[config.mk]
export PLATFORM = sky130hd
export DESIGN_NAME = led_matrix_chain_refresh
export DESIGN_NICKNAME = d
export VERILOG_FILES = /design/src/rtl/core/lmcr_pkg.sv /design/src/rtl/core/lmcr_front.sv /design/src/rtl/core/lmcr_cmd_queue.sv /design/src/rtl/core/lmcr_back.sv /design/src/rtl/core/led_matrix_chain_refresh.sv
export SDC_FILE = /design/constraint.sdc
export NUM_CORES = 1
export LEC_CHECK = 0
export BUFFER_PORTS_ARGS = -buffer_cell sky130_fd_sc_hd__buf_2
export CAP_MARGIN = 30
export CORE_MARGIN = 2
export CORE_UTILIZATION = 30
export DETAILED_ROUTE_END_ITERATION = 7
export PLACE_DENSITY = 0.53
export SYNTH_ARGS = -nofsm -noshare
export SYNTH_HDL_FRONTEND = slang
export SYNTH_SLANG_ARGS = --single-unit
[constraint.sdc]
create_clock -name aclk -period 7.7 [get_ports aclk]
set_input_delay 1.54 -clock aclk [delete_from_list [all_inputs] [get_ports aclk]]
set_output_delay 1.54 -clock aclk [all_outputs]
set_load 0.05 [all_outputs]
[src/rtl/core/lmcr_pkg.sv]
package lmcr_pkg;

    // number of drivers on the chain (1 to 4)
    localparam int CHAIN_LENGTH = 4;
    localparam int ROWS_PER_DEVICE = 8;
    localparam int WIDTH_PIXELS = CHAIN_LENGTH * ROWS_PER_DEVICE;
    localparam int DEPTH = CHAIN_LENGTH * ROWS_PER_DEVICE;
    localparam int DEV_W = (CHAIN_LENGTH > 1) ? $clog2(CHAIN_LENGTH) : 1;
    localparam int IDX_W = $clog2(DEPTH);
    // word slots in one chain frame
    localparam int SLOTS = 4;
    localparam int FRAME_W = SLOTS * 16;

    // driver register codes
    localparam logic [7:0] NOOP_REG = 8'h00;
    localparam logic [7:0] ROW0_REG = 8'h01;
    localparam logic [15:0] NOOP_WORD = {NOOP_REG, 8'h00};

    // command kinds on the input stream
    localparam logic [2:0] KIND_COLUMN  = 3'd0;
    localparam logic [2:0] KIND_PIXEL   = 3'd1;
    localparam logic [2:0] KIND_CLEAR   = 3'd2;
    localparam logic [2:0] KIND_REFRESH = 3'd3;
    localparam logic [2:0] KIND_BCAST   = 3'd4;

    typedef enum logic [2:0] {
        OP_COLUMN,
        OP_PIXEL,
        OP_CLEAR,
        OP_REFRESH,
        OP_BCAST
    } op_t;

    // one classified command as held in the queue
    typedef struct packed {
        op_t              op;
        logic [DEV_W-1:0] dev;
        logic [2:0]       row;
        logic [7:0]       mask;
        logic [3:0]       height;
        logic             pixel_on;
        logic [15:0]      word;
    } cmd_t;

    // queue status seen by the front and back ends
    typedef struct packed {
        logic full;
        logic valid;
    } q_status_t;

endpackage

[src/rtl/core/lmcr_front.sv]
module lmcr_front (
    input  logic                s_tvalid,
    output logic                s_tready,
    input  logic [31:0]         s_tdata,
    input  logic [2:0]          s_tuser,
    input  lmcr_pkg::q_status_t q_status,
    output logic                push,
    output lmcr_pkg::cmd_t      push_cmd
);

    logic [5:0] column;
    logic [3:0] row;
    logic [7:0] height;
    logic       keep;

    assign column = s_tdata[5:0];
    assign row    = s_tdata[9:6];
    assign height = s_tdata[17:10];

    // accept whenever the queue has room
    assign s_tready = !q_status.full;
    assign push     = s_tvalid && s_tready && keep;

    // classify and drop commands that do nothing
    always_comb begin
        keep              = 1'b0;
        push_cmd.op       = lmcr_pkg::OP_BCAST;
        push_cmd.dev      = column[3 +: lmcr_pkg::DEV_W];
        push_cmd.row      = row[2:0];
        push_cmd.mask     = 8'h80 >> column[2:0];
        push_cmd.height   = (height > 8'd8) ? 4'd8 : height[3:0];
        push_cmd.pixel_on = s_tdata[18];
        push_cmd.word     = {4'b0000, s_tdata[22:19], s_tdata[30:23]};
        unique case (s_tuser)
            lmcr_pkg::KIND_COLUMN: begin
                push_cmd.op = lmcr_pkg::OP_COLUMN;
                keep = ({1'b0, column} < 7'(lmcr_pkg::WIDTH_PIXELS));
            end
            lmcr_pkg::KIND_PIXEL: begin
                push_cmd.op = lmcr_pkg::OP_PIXEL;
                keep = ({1'b0, column} < 7'(lmcr_pkg::WIDTH_PIXELS)) && !row[3];
            end
            lmcr_pkg::KIND_CLEAR: begin
                push_cmd.op = lmcr_pkg::OP_CLEAR;
                keep = 1'b1;
            end
            lmcr_pkg::KIND_REFRESH: begin
                push_cmd.op = lmcr_pkg::OP_REFRESH;
                keep = 1'b1;
            end
            lmcr_pkg::KIND_BCAST: begin
                push_cmd.op = lmcr_pkg::OP_BCAST;
                keep = 1'b1;
            end
            default: begin
                keep = 1'b0;
            end
        endcase
    end

endmodule

[src/rtl/core/lmcr_cmd_queue.sv]
module lmcr_cmd_queue (
    input  logic                aclk,
    input  logic                aresetn,
    input  logic                push,
    input  lmcr_pkg::cmd_t      push_cmd,
    input  logic                pop,
    output lmcr_pkg::q_status_t q_status,
    output lmcr_pkg::cmd_t      head_cmd
);

    lmcr_pkg::cmd_t entry_reg [2];
    logic           wr_ptr_reg, wr_ptr_next;
    logic           rd_ptr_reg, rd_ptr_next;
    logic [1:0]     count_reg, count_next;

    assign q_status.full  = (count_reg == 2'd2);
    assign q_status.valid = (count_reg != 2'd0);
    assign head_cmd       = entry_reg[rd_ptr_reg];

    // pointer and fill count update
    always_comb begin
        wr_ptr_next = push ? !wr_ptr_reg : wr_ptr_reg;
        rd_ptr_next = pop ? !rd_ptr_reg : rd_ptr_reg;
        count_next  = count_reg + {1'b0, push} - {1'b0, pop};
    end

    always_ff @(posedge aclk) begin
        if (!aresetn) begin
            wr_ptr_reg <= 1'b0;
            rd_ptr_reg <= 1'b0;
            count_reg  <= 2'd0;
        end else begin
            wr_ptr_reg <= wr_ptr_next;
            rd_ptr_reg <= rd_ptr_next;
            count_reg  <= count_next;
        end
    end

    // payload storage
    always_ff @(posedge aclk) begin
        if (push) begin
            entry_reg[wr_ptr_reg] <= push_cmd;
        end
    end

endmodule

[src/rtl/core/lmcr_back.sv]
module lmcr_back (
    input  logic                aclk,
    input  logic                aresetn,
    input  lmcr_pkg::q_status_t q_status,
    input  lmcr_pkg::cmd_t      head_cmd,
    output logic                pop,
    output logic                m_tvalid,
    input  logic                m_tready,
    output logic [63:0]         m_tdata,
    output logic                m_tlast
);

    typedef enum logic {
        ST_IDLE,
        ST_EMIT
    } state_t;

    state_t                         state_reg, state_next;
    lmcr_pkg::op_t                  op_reg, op_next;
    logic [2:0]                     row_reg, row_next;
    logic [lmcr_pkg::DEV_W-1:0]     dev_reg, dev_next;
    logic [15:0]                    word_reg, word_next;
    logic [7:0]                     pix_reg [lmcr_pkg::DEPTH];
    logic [7:0]                     pix_next [lmcr_pkg::DEPTH];
    logic                           valid_reg, valid_next;
    logic [lmcr_pkg::FRAME_W-1:0]   frame_reg, frame_next;
    logic                           last_reg, last_next;

    logic                           out_free;
    logic [lmcr_pkg::IDX_W-1:0]     rd_idx;
    logic [lmcr_pkg::IDX_W-1:0]     wr_idx;
    logic [15:0]                    cur_word;
    logic                           cur_last;
    logic [lmcr_pkg::FRAME_W-1:0]   cur_frame;
    logic [3:0]                     lit_sum;

    assign m_tvalid = valid_reg;
    assign m_tdata  = frame_reg;
    assign m_tlast  = last_reg;

    assign out_free = !valid_reg || m_tready;
    assign pop      = (state_reg == ST_IDLE) && q_status.valid;
    assign rd_idx   = lmcr_pkg::IDX_W'({dev_reg, row_reg});
    assign wr_idx   = lmcr_pkg::IDX_W'({head_cmd.dev, head_cmd.row});

    // word and last flag of the frame in progress
    always_comb begin
        cur_word = word_reg;
        cur_last = 1'b1;
        unique case (op_reg)
            lmcr_pkg::OP_CLEAR: begin
                cur_word = {lmcr_pkg::ROW0_REG + {5'b00000, row_reg}, 8'h00};
                cur_last = (row_reg == 3'd7);
            end
            lmcr_pkg::OP_REFRESH: begin
                cur_word = {lmcr_pkg::ROW0_REG + {5'b00000, row_reg}, pix_reg[rd_idx]};
                cur_last = (row_reg == 3'd7)
                        && (dev_reg == lmcr_pkg::DEV_W'(lmcr_pkg::CHAIN_LENGTH - 1));
            end
            default: begin
                cur_word = word_reg;
                cur_last = 1'b1;
            end
        endcase
    end

    // place words in slots, farthest device in the top slot
    always_comb begin
        cur_frame = '0;
        for (int s = 0; s < lmcr_pkg::SLOTS; s++) begin
            if (s < lmcr_pkg::CHAIN_LENGTH) begin
                if (op_reg != lmcr_pkg::OP_REFRESH
                    || dev_reg == lmcr_pkg::DEV_W'(lmcr_pkg::CHAIN_LENGTH - 1 - s)) begin
                    cur_frame[(lmcr_pkg::SLOTS - 1 - s) * 16 +: 16] = cur_word;
                end else begin
                    cur_frame[(lmcr_pkg::SLOTS - 1 - s) * 16 +: 16] = lmcr_pkg::NOOP_WORD;
                end
            end
        end
    end

    // command sequencer and framebuffer update
    always_comb begin
        state_next = state_reg;
        op_next    = op_reg;
        row_next   = row_reg;
        dev_next   = dev_reg;
        word_next  = word_reg;
        pix_next   = pix_reg;
        valid_next = valid_reg && !m_tready;
        frame_next = frame_reg;
        last_next  = last_reg;
        lit_sum    = 4'd0;
        unique case (state_reg)
            ST_IDLE: begin
                if (pop) begin
                    op_next   = head_cmd.op;
                    row_next  = 3'd0;
                    dev_next  = '0;
                    word_next = head_cmd.word;
                    unique case (head_cmd.op)
                        lmcr_pkg::OP_COLUMN: begin
                            // bottom rows lit, rows above darkened
                            for (int d = 0; d < lmcr_pkg::CHAIN_LENGTH; d++) begin
                                for (int y = 0; y < lmcr_pkg::ROWS_PER_DEVICE; y++) begin
                                    if (head_cmd.dev == lmcr_pkg::DEV_W'(d)) begin
                                        lit_sum = 4'(y) + head_cmd.height;
                                        if (lit_sum[3]) begin
                                            pix_next[d * 8 + y] =
                                                pix_reg[d * 8 + y] | head_cmd.mask;
                                        end else begin
                                            pix_next[d * 8 + y] =
                                                pix_reg[d * 8 + y] & ~head_cmd.mask;
                                        end
                                    end
                                end
                            end
                        end
                        lmcr_pkg::OP_PIXEL: begin
                            if (head_cmd.pixel_on) begin
                                pix_next[wr_idx] = pix_reg[wr_idx] | head_cmd.mask;
                            end else begin
                                pix_next[wr_idx] = pix_reg[wr_idx] & ~head_cmd.mask;
                            end
                        end
                        lmcr_pkg::OP_CLEAR: begin
                            for (int e = 0; e < lmcr_pkg::DEPTH; e++) begin
                                pix_next[e] = 8'h00;
                            end
                            state_next = ST_EMIT;
                        end
                        default: begin
                            state_next = ST_EMIT;
                        end
                    endcase
                end
            end
            ST_EMIT: begin
                if (out_free) begin
                    valid_next = 1'b1;
                    frame_next = cur_frame;
                    last_next  = cur_last;
                    if (cur_last) begin
                        state_next = ST_IDLE;
                    end else if (op_reg == lmcr_pkg::OP_REFRESH
                                 && dev_reg != lmcr_pkg::DEV_W'(lmcr_pkg::CHAIN_LENGTH - 1)) begin
                        dev_next = dev_reg + lmcr_pkg::DEV_W'(1);
                    end else begin
                        dev_next = '0;
                        row_next = row_reg + 3'd1;
                    end
                end
            end
            default: begin
                state_next = ST_IDLE;
            end
        endcase
    end

    always_ff @(posedge aclk) begin
        if (!aresetn) begin
            state_reg <= ST_IDLE;
            valid_reg <= 1'b0;
            for (int e = 0; e < lmcr_pkg::DEPTH; e++) begin
                pix_reg[e] <= 8'h00;
            end
        end else begin
            state_reg <= state_next;
            valid_reg <= valid_next;
            pix_reg   <= pix_next;
        end
        op_reg    <= op_next;
        row_reg   <= row_next;
        dev_reg   <= dev_next;
        word_reg  <= word_next;
        frame_reg <= frame_next;
        last_reg  <= last_next;
    end

endmodule

[src/rtl/core/led_matrix_chain_refresh.sv]
// a command's frames pass the queue entry, the sequencer state and the output register
// output: one frame per cycle within a command while m_tready is high; the back-end
//   sequencer applies pixel and column writes in its idle state and emits frames in
//   its emit state (a refresh is 8*CHAIN_LENGTH frames)
// reset: synchronous, active low; clears the framebuffer, the command queue and the output
//   valid, after which s_tready is high
module led_matrix_chain_refresh (
    input  logic        aclk,
    input  logic        aresetn,
    input  logic        s_tvalid,
    output logic        s_tready,
    input  logic [31:0] s_tdata,   // column[5:0], row[9:6], height[17:10], pixel_on[18],
                                   // reg_address[22:19], reg_data[30:23], zero[31]
    input  logic [2:0]  s_tuser,   // kind[2:0]
    output logic        m_tvalid,
    input  logic        m_tready,
    output logic [63:0] m_tdata,   // chain_frame[63:0]
    output logic        m_tlast    // last
);

    lmcr_pkg::q_status_t q_status;
    lmcr_pkg::cmd_t      push_cmd;
    lmcr_pkg::cmd_t      head_cmd;
    logic                push;
    logic                pop;

    // accept and classify commands
    lmcr_front u_front (
        .s_tvalid (s_tvalid),
        .s_tready (s_tready),
        .s_tdata  (s_tdata),
        .s_tuser  (s_tuser),
        .q_status (q_status),
        .push     (push),
        .push_cmd (push_cmd)
    );

    // two-entry queue between the halves
    lmcr_cmd_queue u_queue (
        .aclk     (aclk),
        .aresetn  (aresetn),
        .push     (push),
        .push_cmd (push_cmd),
        .pop      (pop),
        .q_status (q_status),
        .head_cmd (head_cmd)
    );

    // framebuffer and frame sequencer
    lmcr_back u_back (
        .aclk     (aclk),
        .aresetn  (aresetn),
        .q_status (q_status),
        .head_cmd (head_cmd),
        .pop      (pop),
        .m_tvalid (m_tvalid),
        .m_tready (m_tready),
        .m_tdata  (m_tdata),
        .m_tlast  (m_tlast)
    );

endmodule

* After elaboration in Yosys (flattened, before gate mapping)
Memories as Yosys holds them, arrays and structs flattened. A register that Yosys moved wholly into a read port is not among the register bits. Index checks and enable logic that the tools add are counted.
Cells by class: $add $sub $neg 12, magnitude comparators 5, equal/unequal tests 26, shifts and indexed selects 1, muxes and demuxes 102, bitwise operators 70, reductions and logical operators 35
Operators with widths (count):
- $pmux 256 s3 | 1
- $mux 8 | 69
- $bwmux 256 | 2
- $and 8x8->8 | 33
- $or 8x8->8 | 33
- $mux 256 | 1
- $bmux 8 s5 | 2
- $demux 8 s5 | 1
- $pmux 16 s2 | 1
- $reduce_and 4->1 | 5
- $add 3x4->4 const A | 4
- $eq 3x2->1 const B | 5
- $ge 6x6->1 const B | 2
- $mux 3 | 4
- $not 5->6 | 2
- $pmux 3 s4 | 1
- $eq 2x2->1 const B | 5
- $mux 1 | 10
- $ne 2x2->1 const B | 5
- $add 2x4->4 const A | 2
- $gt 8x4->1 const B | 1
- $logic_and 1x1->1 | 8
- $mux 2 | 4
- $ne 2x1->1 const B | 4
- other kinds (30) | 46
Word-level totals: register bits after elaboration 351, RAM bits 66, input bits 39, output and inout port bits 67, logic and storage cells 298, memories 1
Memories:
- u_queue.entry_reg | words 2, bits a word 33, read ports 1, clocked after memory_dff 1, write ports 1, RTL line lmcr_cmd_queue.sv:11 | lmcr_pkg::cmd_t entry_reg [2];

* Logic depth before layout (Yosys ltp)
Gate-level depths: netlist of run 1.
depth in word-level cells 8, gate-level depth with buffers 13, mapped depth without buffers 8

* Modules after synthesis
Synthesis of run 1 repeated with hierarchy kept, for this count alone.
Second synthesis, totals: cell total of the unflattened synthesis 2470, area, all modules 25080.3 um^2
Modules (own cells, without submodules):
- lmcr_back | instances 1, cells an instance 2288, area an instance 21709.6 um^2, sequential area each 7837.5 um^2
- lmcr_cmd_queue | instances 1, cells an instance 136, area an instance 3050.4 um^2, sequential area each 2322.2 um^2
- lmcr_front | instances 1, cells an instance 46, area an instance 320.3 um^2, sequential area each 0.0 um^2

* Worst setup path after synthesis of run 1
Ideal clock, no wire load.
path kind input-to-reg, start in m_tready, end reg u_back.row_reg[0], enable pin, setup time 347 ps, arrival time 3632 ps, required time 7353 ps, slack 3721 ps, stages 5, buffers on the path 0, cells stage by stage nand2b_1 and2_1 o21ai_0 o21ai_0 a21boi_0
On the way: word-level cells in the longest chain between the ends 3
RTL lines:
- start, declared | RTL line led_matrix_chain_refresh.sv:16 | input logic m_tready,
- $logic_or 1x1->1 | RTL line lmcr_back.sv:41 | assign out_free = !valid_reg || m_tready;
- $ne 2x2->1 (no line)
- $reduce_and 4->1 (no line)
- end signal, assigned | RTL line lmcr_back.sv:173 | row_reg <= row_next;
- end, declared | RTL line lmcr_back.sv:20 | logic [2:0] row_reg, row_next;
No other way between the ends. A chain may end at the register's enable or synchronous reset.

==> impl_metrics.ini, run 1 <==
[layout]
multi_input_area_um2 = 13300
drive_gt1_frac = 0.167
fillers = 7925
fin_area_um2 = 27000
synthToLayoutAreaGrowth_pct = 16.0
regArea_um2 = 9320
nets = 2710

[yosys]
synth_seq_cells = 398
synth.area.top_cells = dfxtp_1 23%, edfxtp_1 17%, mux2i_1 6.9%
ys.flop_type = dfxtp_1
post-synth-top-area-cell = dfxtp_1
seq_area_frac_synth = 0.400
synth.distinct_cells = 86
synthCells = 2604
synth.avg_cell_area_um2 = 8.95
ys.warnings.count = 0
synth_edf_count = 135
netlist_area_um2 = 23300
yosys.area.top_type_share = 0.226
async_reset_ff_frac = 0

[routing]
drt_iter0_markers = 3992
drt-total-wl_mm = 125
drc_errors = 0
wl_per_cell_um = 33.4
drtAntennaViolNets = 0
dr_total_vias = 24700
vias_per_cell = 6.58
dr.pass1.iters = 7

[setup_path]
cp_slowest_cell = nor2_1
path_class = reg2reg
rr_worst_depth = 10
reg2reg_setup_slack_ps = 2620
cp_data_arrival_time_ps = 5630
path_common_cell = buf_4
critPathLaunchType = flop
crit_family = simple AND/OR/NAND/NOR gates
cp.required_ps = 8250
cp_num_buf_inv = 3
end_kind = flop
cp.depth = 10
crit_chain = buf_4 > mux2_2 > xnor2_2 > buf_4 > a21oi_1 > buf_4 > nor2_1 > nand3_1 > nor2_1 > a22o_1
critPathMaxStageDelay_ps = 1140
critPathMaxFanout = 57

[floorplanning]
coreArea_um2 = 77200
die_w_um = 283
io_pins = 106
dieArea_um2 = 79900
row_count = 102
initial_utilization = 0.302
fp.dieH_um = 283

[hold_path]
min_path_type = reg2reg
whs_path_depth = 2

[grt]
grt_use_total = 0.305
grt_pass1_vias = 22700
grt_overflow_total = 0
grt_max_degree = 68
grt_pass1_wl_mm = 172
antenna_found_initial = 7

[power_and_ir_drop]
power_density_nw_per_um2 = 374
peakVddDrop_mv = 0.250
p_leak_nw = 9.09
p_total_mw = 10.1

[timing]
finalCritPeriodShare = 0.660
fmax_ghz = 0.197
tns_ps = 0
min_period_ps = 5080
skew_ps = 23.9
setup_viol = 0
worst_slew_pin_slew_ps = 1230
slew_headroom = 0.178
hold_viol_final = 0
grt_setup_unrepaired = no
slew_violations = 0

[clock_tree]
cts_hold_buf = 0
tritoncts = done
cts_made_buffers = 47
cts_resized = 0
cts_root_buf = clkbuf_16
cts_setup_buffers = 0
clkLatencyLatePin_ps = 620
h-tree-depth = 2
path_clk_slew_ps = 70
cts.sinks = 398
cts.path.max_buffers = 3

[place]
port_buffers = 88
place.gp.congestion = 1.02
post_dp_cell_area_um2 = 25200
hpwlAfterDp_mm = 83.6

[status]
status = completed

[flow_run]
max_cap_violations = 0
cell type report:
type | count | share of cell area
Antenna cell | 8 | 0.000741
Clock buffer | 66 | 0.0488
Clock inverter | 21 | 0.00759
Inverter | 11 | 0.00153
Multi-Input combinational cell | 2011 | 0.491
Sequential cell | 398 | 0.345
Tap cell | 1040 | 0.0481
Timing Repair Buffer | 194 | 0.0578
how the worst min path moves through the flow:
| stage | to | slack, ps |
|---|---|---|
| after floorplan | flop | 440 |
| after CTS | flop | 480 |
| after detailed placement | flop | 470 |
| after global routing | flop | 500 |
| final | flop | 490 |
| after global placement | flop | 460 |
kinds of logic after synthesis:
family / after synthesis / share of synthesized area
AND/OR/NAND/NOR: 692 / 0.138
flip-flops: 398 / 0.400
adder cells (fa/ha/maj): 8 / 0.00429
other: 1 / 0.000161
AO/OA/AOI/OAI: 1042 / 0.280
XOR/XNOR: 17 / 0.00671
buffers and inverters: 210 / 0.0427
multiplexers: 236 / 0.129
cell usage after synthesis (all sizes together), types with 15 or more instances:
cell type,number
o21ai,310
nand2,274
dfxtp,263
a21oi,261
nor2,189
mux2i,164
edfxtp,135
clkbuf,117
a31oi,104
o221ai,99
buf,82
o22ai,62
nand3,55
mux4,48
o31ai,45
and2,39
a22o,38
or2,34
mux2,24
nor3,19
o21a,18
o2bb2ai,18
xnor2,16
a21boi,15
nor4,15
layer usage:
layer / track usage / vias to the layer above / wire length [µm]
met5: 0.00427 / - / 113
met4: 0.222 / 14 / 10900
met3: 0.117 / 544 / 17900
met2: 0.423 / 2003 / 49800
met1: 0.384 / 12000 / 46300
li1: - / 10100 / -
layout by cell type, fill, tap and decap left out, drive strengths merged, types with 13 or more instances in the layout:
cell     count
a211oi      13
a21boi      15
a21oi      261
a22o        38
a31oi      104
and2        39
buf        194
clkbuf      66
clkinv      17
conb        16
dfxtp      263
edfxtp     135
mux2        24
mux2i      164
mux4        48
nand2      274
nand3       55
nor2       189
nor3        19
nor4        15
o21a        18
o21ai      310
o221ai      99
o22ai       62
o2bb2ai     18
o31ai       45
or2         34
xnor2       16
per-stage QoR:
step / util / cells / hold slack [ps] / setup slack [ps]
final: 0.350 / 3749 / 488 / 2620
after floorplan: - / 2619 / 445 / 3720
after global placement: 0.323 / 3617 / 458 / 2560
after global routing: 0.350 / 3741 / 500 / 2690
after detailed placement: 0.326 / 3637 / 471 / 2820
after CTS: 0.346 / 3724 / 483 / 2810
report_power, final:
group / internal, mW / switching [mW] / leakage, nW
sequential: 2.54 / 0.174 / 3.39
combinational: 1.25 / 3.87 / 4.96
clock: 1.30 / 0.984 / 0.749
worst reg2reg max path, cell delays in order, from the launching register on:
cell	delay (ps)
dfxtp_2	570
buf_4	620
mux2_2	510
xnor2_2	170
buf_4	390
a21oi_1	130
buf_4	220
nor2_1	290
nand3_1	710
nor2_1	1150
a22o_1	280
Note: power is estimated with default switching activity, not from simulation.
==> run 2, diff against run 1 <==
Settings changed: PLACE_DENSITY 0.53 to 0.54.
Clock period 7.7 ns to 4.3 ns, I/O delays scaled along.
==> run 2 against run 1 <==
  * Global-route usage shrank 1.2 points
  * Sequential cell count is the same
  * First-iteration DRC count shrank 5.6%
  * Non-clock buffer count grew 70
  * Count of clock-buffer cells in the layout shrank 10
  * Fmax grew 27%
  * Wire length shrank 4.9%
  * Via count shrank 1.3%
  * Design area grew 0.71%
  * Clock skew grew 7.3 ps
  * Worst hold slack lost 45 ps
  * Sequential power grew 83%
  * Largest cell class unchanged
==> impl_metrics.ini, run 2 (synthesis gave the netlist of run 1 again) <==
[clock_tree]
cts_resized = 0
cts_hold_buf = 0
clkLatencyLatePin_ps = 620
cts.path.max_buffers = 3
path_clk_slew_ps = 60
cts_setup_buffers = 0
h-tree-depth = 2
cts_made_buffers = 46
tritoncts = done
cts_root_buf = clkbuf_16
cts.sinks = 398

[place]
place_inst = 3722
port_buffers = 88
hpwlAfterDp_mm = 84.8
place.gp.congestion = 1.08

[layout]
fin_util = 0.353
layout_common_cells = 287 x o21ai_0, 273 x nand2_1, 262 x dfxtp_1, 258 x a21oi_1, 181 x nor2_1
final_cells = 3814
synthToLayoutAreaGrowth_pct = 16.8
nets = 2779
fillers = 8032
final_common_cell = o21ai_0
drive_gt1_frac = 0.175

[routing]
drtAntennaViolNets = 0
dr.pass1.iters = 6
wl_per_cell_um = 31.2
vias_per_cell = 6.38
drt-total-wl_mm = 119
dr_total_vias = 24300
drc_errors = 0
drt_iter0_markers = 3769

[timing]
min_period_ps = 4000
timing.hold.ws_ps = 444
hold_viol_final = 0
grt_setup_unrepaired = no
slew_violations = 0
finalCritPeriodShare = 0.930
tns_ps = 0
worst_slew_pin_slew_ps = 1180
setup_viol = 0
slew_headroom = 0.213
skew_ps = 31.2
fmax_ghz = 0.250

[power_and_ir_drop]
p_total_mw = 18.2
power_density_nw_per_um2 = 669
peakVddDrop_mv = 0.366
p_leak_nw = 9.33

[setup_path]
path_class = reg2reg
rr_worst_depth = 7
cp.required_ps = 4770
critPathLaunchType = flop
end_kind = flop
cp_data_arrival_time_ps = 4470
critPathMaxFanout = 47
reg2reg_setup_slack_ps = 300

[hold_path]
whs_path_depth = 1
min_from = s_tdata[18]
whs_endpoint = u_queue.entry_reg[1][12]$_DFFE_PP_
min_path_type = in2reg

[grt]
grt_max_degree = 71
grt_overflow_total = 0
antenna_found_initial = 9
grt_use_total = 0.293
grt_pass1_wl_mm = 167
grt_pass1_vias = 22400

[status]
status = completed

[floorplanning]
coreArea_um2 = 77200
io_pins = 106
fp.dieH_um = 283
die_w_um = 283
row_count = 102
initial_utilization = 0.302
dieArea_um2 = 79900

[flow_run]
max_cap_violations = 0
==> run 2: cell types whose count changed in the layout (fill, tap and decap cells not counted), sizes merged <==
cell	change
clkinv	+2
clkinvlp	+2
bufinv	+3
clkbuf	-10
buf	+70
diode	-3
inv	+1
==> run 2: layout make-up <==
type / count / area (µm²) / share of cell area
multi-input cells: 2011 / 13100 / 0.482
flip-flops and latches: 398 / 9320 / 0.342
repair buffers: 264 / 1880 / 0.0689
well taps: 1040 / 1300 / 0.0478
clock buffers: 56 / 1240 / 0.0455
clock inverters: 29 / 302 / 0.0111
inverters: 11 / 41.3 / 0.00152
diodes: 5 / 12.5 / 0.000460
==> run 2: where the power goes <==
| part | total (mW) | switching [mW] | internal (mW) |
|---|---|---|---|
| Clock | 4.19 | 1.78 | 2.41 |
| Sequential | 4.95 | 0.400 | 4.55 |
| Combinational | 9.08 | 6.71 | 2.37 |
==> run 2: layer usage <==
layer  track usage  part of all wire  vias up
met3         0.107              0.13      550
met2         0.408              0.40     1872
met1         0.371              0.38    11700
li1              -                 -    10200
met4         0.212             0.089       10
met5             0           0.00056        -
==> run 2: critical path: stages (launching register included) <==
cell,delay [ps]
dfxtp_4,720
mux2i_4,850
buf_4,320
mux4_2,540
a22oi_1,390
a31oi_1,350
nor2_1,530
a31oi_1,160
==> run 2: worst max-delay path by stage <==
| stage | startpoint | to | slack, ps | cells past startpoint |
|---|---|---|---|---|
| after floorplan | m_tready | u_back.row_reg[0]$_SDFFCE_PN0P_ | 1000 | 5 |
| after global placement | flop | flop | 560 | 7 |
| after detailed placement | flop | flop | 510 | 8 |
| after CTS | flop | flop | 500 | 8 |
| after global routing | flop | flop | 250 | 7 |
| final | flop | flop | 300 | 7 |
==> run 2: per-stage QoR <==
stage / worst slack [ps] / instance area (µm²)
finish: 302 / 27200
global route: 251 / 27200
CTS: 500 / 27200
detailed placement: 507 / 25600
global placement: 562 / 25600
floorplan: 1000 / 23400
